[src/design/rau_pkg.sv]
// ---------------------------------------------------------------------------
// Rational arithmetic unit package
// Shared opcodes, widths and controller command/status types.
// ---------------------------------------------------------------------------
`timescale 1ns / 1ps
package rau_pkg;
  localparam int OperandWidthDefault = 32;
  localparam int RW = 64;
  localparam int IW = 32;

  localparam logic [2:0] OP_NORM = 3'd0;
  localparam logic [2:0] OP_ADD  = 3'd1;
  localparam logic [2:0] OP_SUB  = 3'd2;
  localparam logic [2:0] OP_MUL  = 3'd3;
  localparam logic [2:0] OP_DIV  = 3'd4;
  localparam logic [2:0] OP_CMP  = 3'd5;

  localparam logic [1:0] ORD_EQ   = 2'd0;
  localparam logic [1:0] ORD_LESS = 2'd1;
  localparam logic [1:0] ORD_GT   = 2'd2;

  // Datapath commands.
  localparam logic [3:0] CMD_NONE   = 4'd0;
  localparam logic [3:0] CMD_LOAD   = 4'd1;  // capture request, load A into reducer
  localparam logic [3:0] CMD_GCD    = 4'd2;  // one Euclid remainder step
  localparam logic [3:0] CMD_GDIV   = 4'd3;  // start dividing num/den by gcd
  localparam logic [3:0] CMD_QSTEP  = 4'd4;  // one quotient bit
  localparam logic [3:0] CMD_SAVEA  = 4'd5;  // store reduced A, load B
  localparam logic [3:0] CMD_SAVEB  = 4'd6;  // store reduced B
  localparam logic [3:0] CMD_MUL1   = 4'd7;  // first cross products
  localparam logic [3:0] CMD_MUL2   = 4'd8;  // combine, load into reducer
  localparam logic [3:0] CMD_RESULT = 4'd9;  // publish reduced result
  localparam logic [3:0] CMD_CMPRES = 4'd10;
  localparam logic [3:0] CMD_ERROR  = 4'd11;
  localparam logic [3:0] CMD_SETUP  = 4'd12; // prepare one remainder division

  typedef struct packed {
    logic [3:0] cmd;
  } ctrl_t;

  typedef struct packed {
    logic [2:0] op;
    logic       den_zero;   // reducer denominator is zero
    logic       y_zero;     // Euclid divisor is zero
    logic       div_done;   // bit-serial division finished
    logic       b_num_zero;
  } stat_t;
endpackage

[src/design/rau_control.sv]
// ---------------------------------------------------------------------------
// Rational arithmetic controller
// Sequences reductions, divisions, products and the result handshake.
// ---------------------------------------------------------------------------
`timescale 1ns / 1ps
module rau_control (
  input  logic           clk,
  input  logic           rst,
  input  logic           in_fire,
  output logic           in_ready,
  output logic           out_valid,
  input  logic           out_ready,
  output rau_pkg::ctrl_t ctrl,
  input  rau_pkg::stat_t stat
);
  localparam logic [3:0] S_IDLE = 4'd0;
  localparam logic [3:0] S_CHK  = 4'd1;
  localparam logic [3:0] S_GTST = 4'd2;
  localparam logic [3:0] S_GSTP = 4'd4;
  localparam logic [3:0] S_QST1 = 4'd6;
  localparam logic [3:0] S_QST2 = 4'd7;
  localparam logic [3:0] S_DONE = 4'd8;
  localparam logic [3:0] S_MUL1 = 4'd9;
  localparam logic [3:0] S_MUL2 = 4'd10;
  localparam logic [3:0] S_OUT  = 4'd11;

  logic [3:0] state, state_next;
  logic [1:0] pass, pass_next;  // 0 reducing A, 1 reducing B, 2 result
  logic       out_valid_next;

  assign in_ready = (state == S_IDLE) && !out_valid;

  always_comb begin
    state_next     = state;
    pass_next      = pass;
    out_valid_next = out_valid && !out_ready;
    ctrl.cmd       = rau_pkg::CMD_NONE;
    case (state)
      S_IDLE: if (in_fire) begin
        ctrl.cmd   = rau_pkg::CMD_LOAD;
        pass_next  = 2'd0;
        state_next = S_CHK;
      end
      S_CHK: begin
        if (pass == 2'd0 && stat.op > rau_pkg::OP_CMP) begin
          ctrl.cmd = rau_pkg::CMD_ERROR;
          state_next = S_OUT;
        end else if (stat.den_zero) begin
          ctrl.cmd = rau_pkg::CMD_ERROR;
          state_next = S_OUT;
        end else state_next = S_GTST;
      end
      S_GTST: begin
        if (stat.y_zero) begin
          ctrl.cmd = rau_pkg::CMD_GDIV;
          state_next = S_QST1;
        end else begin
          ctrl.cmd = rau_pkg::CMD_SETUP;
          state_next = S_GSTP;
        end
      end
      S_GSTP: begin
        ctrl.cmd = rau_pkg::CMD_QSTEP;
        if (stat.div_done) begin
          ctrl.cmd = rau_pkg::CMD_GCD;
          state_next = S_GTST;
        end
      end
      S_QST1: begin
        ctrl.cmd = rau_pkg::CMD_QSTEP;
        if (stat.div_done) begin
          ctrl.cmd = rau_pkg::CMD_GDIV;
          state_next = S_QST2;
        end
      end
      S_QST2: begin
        ctrl.cmd = rau_pkg::CMD_QSTEP;
        if (stat.div_done) begin
          ctrl.cmd = rau_pkg::CMD_NONE;
          state_next = S_DONE;
        end
      end
      S_DONE: begin
        if (pass == 2'd0) begin
          ctrl.cmd = rau_pkg::CMD_SAVEA;
          if (stat.op == rau_pkg::OP_NORM) begin
            ctrl.cmd = rau_pkg::CMD_RESULT;
            state_next = S_OUT;
          end else begin
            pass_next = 2'd1;
            state_next = S_CHK;
          end
        end else if (pass == 2'd1) begin
          ctrl.cmd = rau_pkg::CMD_SAVEB;
          state_next = S_MUL1;
        end else begin
          ctrl.cmd = rau_pkg::CMD_RESULT;
          state_next = S_OUT;
        end
      end
      S_MUL1: begin
        ctrl.cmd = rau_pkg::CMD_MUL1;
        state_next = S_MUL2;
      end
      S_MUL2: begin
        if (stat.op == rau_pkg::OP_CMP) begin
          ctrl.cmd = rau_pkg::CMD_CMPRES;
          state_next = S_OUT;
        end else if (stat.op == rau_pkg::OP_DIV && stat.b_num_zero) begin
          ctrl.cmd = rau_pkg::CMD_ERROR;
          state_next = S_OUT;
        end else begin
          ctrl.cmd = rau_pkg::CMD_MUL2;
          pass_next = 2'd2;
          state_next = S_CHK;
        end
      end
      S_OUT: begin
        out_valid_next = 1'b1;
        state_next = S_IDLE;
      end
      default: state_next = S_IDLE;
    endcase
  end

  always_ff @(posedge clk) begin
    if (rst) begin
      state     <= S_IDLE;
      pass      <= 2'd0;
      out_valid <= 1'b0;
    end else begin
      state     <= state_next;
      pass      <= pass_next;
      out_valid <= out_valid_next;
    end
  end
endmodule

[config.mk]
export PLATFORM = sky130hd
export DESIGN_NAME = rau_control
export DESIGN_NICKNAME = d
export VERILOG_FILES = /design/src/design/rau_pkg.sv /design/src/design/rau_control.sv
export SDC_FILE = /design/constraint.sdc
export NUM_CORES = 1
export LEC_CHECK = 0
export BUFFER_PORTS_ARGS = -buffer_cell sky130_fd_sc_hd__buf_2
export CORE_ASPECT_RATIO = 1.1
export CORE_UTILIZATION = 25
export CTS_BUF_LIST = sky130_fd_sc_hd__clkbuf_8 sky130_fd_sc_hd__clkbuf_16
export CTS_CLUSTER_SIZE = 40
export DETAILED_ROUTE_END_ITERATION = 10
export PLACE_DENSITY = 0.41
export SETUP_SLACK_MARGIN = 0.2
export SYNTH_ARGS = -nofsm -noshare
export SYNTH_HDL_FRONTEND = slang
export SYNTH_SLANG_ARGS = --single-unit
export TNS_END_PERCENT = 50
[constraint.sdc]
create_clock -name clk -period 3.49 [get_ports clk]
set_input_delay 0.698 -clock clk [delete_from_list [all_inputs] [get_ports clk]]
set_output_delay 0.698 -clock clk [all_outputs]
set_load 0.02 [all_outputs]
* Word level (Yosys, flattened, before mapping) *
Cells that the tools add are included.

storage, ports and cells
  bits in registers = 7
  bits of input ports = 11
  output and inout bits = 6
  word-level logic and storage cells = 69

operators by class
  order comparisons = 1
  equality and inequality tests = 20
  muxes and demuxes = 33
  reductions and logical operators = 12

operator list
  kind                                                  count
  one-hot mux 4 bit (9 select lines)                    2
  2-to-1 mux 4 bit                                      16
  2-to-1 mux 2 bit                                      9
  == test 4 bit, second input constant                  4
  inequality test 2 bit, second input constant          8
  == test 4 x 3 -> 1 bit, second input constant         3
  2-to-1 mux 3 bit                                      3
  == test 3 bit, second input constant                  2
  one-hot mux 2 bit (3 select lines)                    1
  AND reduction 6 bit                                   1
  == test 4 x 1 -> 1 bit, second input constant         1
  == test 4 x 2 -> 1 bit, second input constant         1
  logical AND 1 bit                                     4
  logical NOT 4 bit                                     1
  AND reduction 4 bit                                   1
  greater-than comparator 3 bit, second input constant  1
  logical NOT 3 bit                                     1
  nonzero test 3 bit                                    1
  == test 2 x 1 -> 1 bit, second input constant         1
  logical NOT 1 bit                                     2
  logical NOT 2 bit                                     1
  2-to-1 mux 1 bit                                      2

* Logic depth before layout (Yosys ltp) *
  depth in word-level cells = 5
  mapped depth = 5
  depth with buffers taken out = 4

* Least setup slack after synthesis *
OpenSTA, ideal clock, no wires.

  kind = input -> output
  start = input port stat[5] (netlist name)
  end = output port ctrl[0] (netlist name)
  data arrival time = 1492 ps
  data required time = 2792 ps
  slack = 1300 ps
  stages = 4
  path buffers = 0
  cells stage by stage = and4bb_2 > o21ai_0 > a211o_1 > nand4_1

RTL lines
  element             line               RTL
  start: declaration  rau_control.sv:14  input rau_pkg::stat_t stat
  end: declaration    rau_control.sv:13  output rau_pkg::ctrl_t ctrl,

==> results.py <==
metrics = {
    "synthesis": {
        "synth_commonest_cells": "nor2_1, dfxtp_1, o21ai_0",
        "yosysTopAreaCellShare": 0.190,
        "async_reset_ff_frac": 0,
        "yosysSeqAreaShare": 0.190,
        "synth_area_um2": 739,
        "synth_seq_cells": 7,
        "synth.most_common_cell": "nor2_1",
        "synthCells": 94,
        "synth_nets": 105,
        "synth_cell_types": 44,
        "yosys-top-cells-area": "dfxtp_1, buf_4, o21ai_0",
        "syn_avg_cell_area_um2": 7.87,
        "ys_warn_count": 0,
        "synth_edf_count": 0,
        "synth_top_area_cell": "dfxtp_1",
        "ys_dominant_reg_cell": "dfxtp_1",
    },
    "die": {
        "die_height_um": 59.0,
        "rows": 20,
        "ioPinCount": 17,
        "coreArea_um2": 2780,
        "initial_core_util": 0.266,
        "chipWidth_um": 53.9,
        "dieArea_um2": 3180,
    },
    "power_and_ir_drop": {
        "total_power_uw": 399,
        "p_leak_nw": 0.325,
        "p_per_area_nw_per_um2": 458,
        "ir_drop_mv": 0.207,
    },
    "clock_tree": {
        "cts_sinks": 7,
        "clk_pin_slew_ns": 0.04,
        "htree_levels": 1,
        "cts_tree": "done",
        "cts_resized": 0,
        "clk_latency_ns": 0.23,
        "cts-hold-fix-buffers": 0,
        "cts-root-buf": "clkbuf_8",
        "cts_setup_buffers": 0,
        "cts_made_buffers": 3,
        "cts_max_path_buffers": 2,
    },
    "final_layout": {
        "diodes": 0,
        "fillers": 305,
        "area_delta_synth_final_pct": 17.9,
        "final_cells": 142,
        "nets": 121,
        "final_core_util": 0.314,
        "layout-drive-gt1-share": 0.312,
        "multiInputGateArea_um2": 538,
        "seq_area_um2": 140,
    },
    "route": {
        "dr_total_vias": 782,
        "antenna_left": 0,
        "drt_iter0_drc": 13,
        "drc": 0,
        "drt-vias-per-instance": 5.51,
        "wirelength_um": 1900,
        "first_pass_iters": 4,
        "detail_route.wl_per_cell_um": 13.4,
    },
    "sta": {
        "fin_ws_ns": 0.838,
        "finClkSkew_ns": 0.00588,
        "drv_slew": 0,
        "hold_viol_final": 0,
        "max_freq_ghz": 0.377,
        "grt_setup_unrepaired": "false",
        "worst_pin_slew_ns": 0.705,
        "period_needed_ns": 2.65,
        "finalCritPeriodShare": 0.760,
        "timing.slew.headroom": 0.529,
        "finalSetupViolCount": 0,
        "finalSetupTns_ns": 0,
    },
    "place": {
        "portBuffers": 16,
        "dp.cells": 138,
        "pre_cts_slack_ns": 1.01,
        "gp_congestion": 0.724,
        "hpwl_um": 1480,
    },
    "global_route": {
        "grt_pass1_wl_um": 3130,
        "grt-ovfl-total": 0,
        "antenna_found_initial": 0,
        "track_usage": 0.131,
        "grt_max_degree": 20,
        "grt_pass1_vias": 698,
    },
    "setup_path": {
        "startpoint_type": "register",
        "worstPathMaxFanout": 17,
        "cp_data_arrival_time_ns": 1.95,
        "cp_slowest_cell": "dfxtp_1",
        "crit_family": "simple AND/OR/NAND/NOR gates",
        "crit_path_end_kind": "output pin",
        "critical-path-max-stage-delay_ns": 0.67,
        "path_class": "register to output pin",
        "worst_ep_required_time_ns": 2.79,
        "crit_chain": "nor4bb_4, and4bb_4, a31oi_1, nand3_1, buf_2",
        "path_buf_inv": 1,
    },
    "status": {
        "outcome": "completed",
    },
    "run": {
        "cap_viol_max_count": 0,
    },
    "hold_path": {
        "hp-class": "register to register",
    },
}
cell usage in the layout, fill, tap and decap left out, types with 3 or more instances in the layout:
cell	n
buf_2	16
nor2_1	8
dfxtp_1	7
o21ai_0	6
inv_1	5
a21oi_1	5
nand2_1	4
nand3_1	4
nor4_1	3
nor3_1	3
clkbuf_8	3
cell families after synthesis:
family / count (synthesis) / share of synthesized area
AND/OR/NAND/NOR: 41 / 0.367
flip-flops: 7 / 0.190
buffers and inverters: 11 / 0.0829
AO/OA/AOI/OAI: 35 / 0.360
flip-flops by register name (all words and copies together) (netlist names):
register   cells
state          4
out_valid      1
pass           2
power breakdown:
part           total (mW)  switching, mW  internal [mW]  leakage (nW)
sequential          0.122         0.0346         0.0879        0.0569
clock               0.112         0.0352         0.0773        0.0255
combinational       0.164         0.0899         0.0743         0.243
stage by stage:
step	hold slack [ns]	area [um2]
floorplan	0.486	739
global placement	0.472	826
detailed placement	0.476	826
CTS	0.482	872
global route	0.514	872
finish	0.477	872
worst reg2reg max path: cells and delay by family, from the launching register on:
family           cells  cell delay, ns
AO/OA/AOI/OAI        2            0.41
flip-flops           1            0.77
AND/OR/NAND/NOR      2            0.40
path summary, 6_finish.rpt:
path	to	cells past startpoint	from	slack, ns
worst max-delay path	ctrl[1]	5	state[1]	0.84
worst min-delay path	out_valid	2	out_valid	0.48
worst max register to register	pass[1]	4	state[0]	1.78
worst min register to register	out_valid	2	out_valid	0.48
routing by layer:
metal	wire length (um)	vias up	share of wire	global-route usage
met1	925	373	0.49	0.185
met4	9	0	0.0047	0.0451
met2	918	12	0.48	0.208
met3	48	2	0.025	0.00769
li1	-	395	-	-
met5	0	-	0	0
cell type report:
type	instances	area share
Multi-Input combinational cell	76	0.617
Sequential cell	7	0.161
Timing Repair Buffer	17	0.100
Clock buffer	3	0.0473
Tap cell	33	0.0473
Inverter	5	0.0215
Clock inverter	1	0.00574
(Power assumes the default switching activity.)
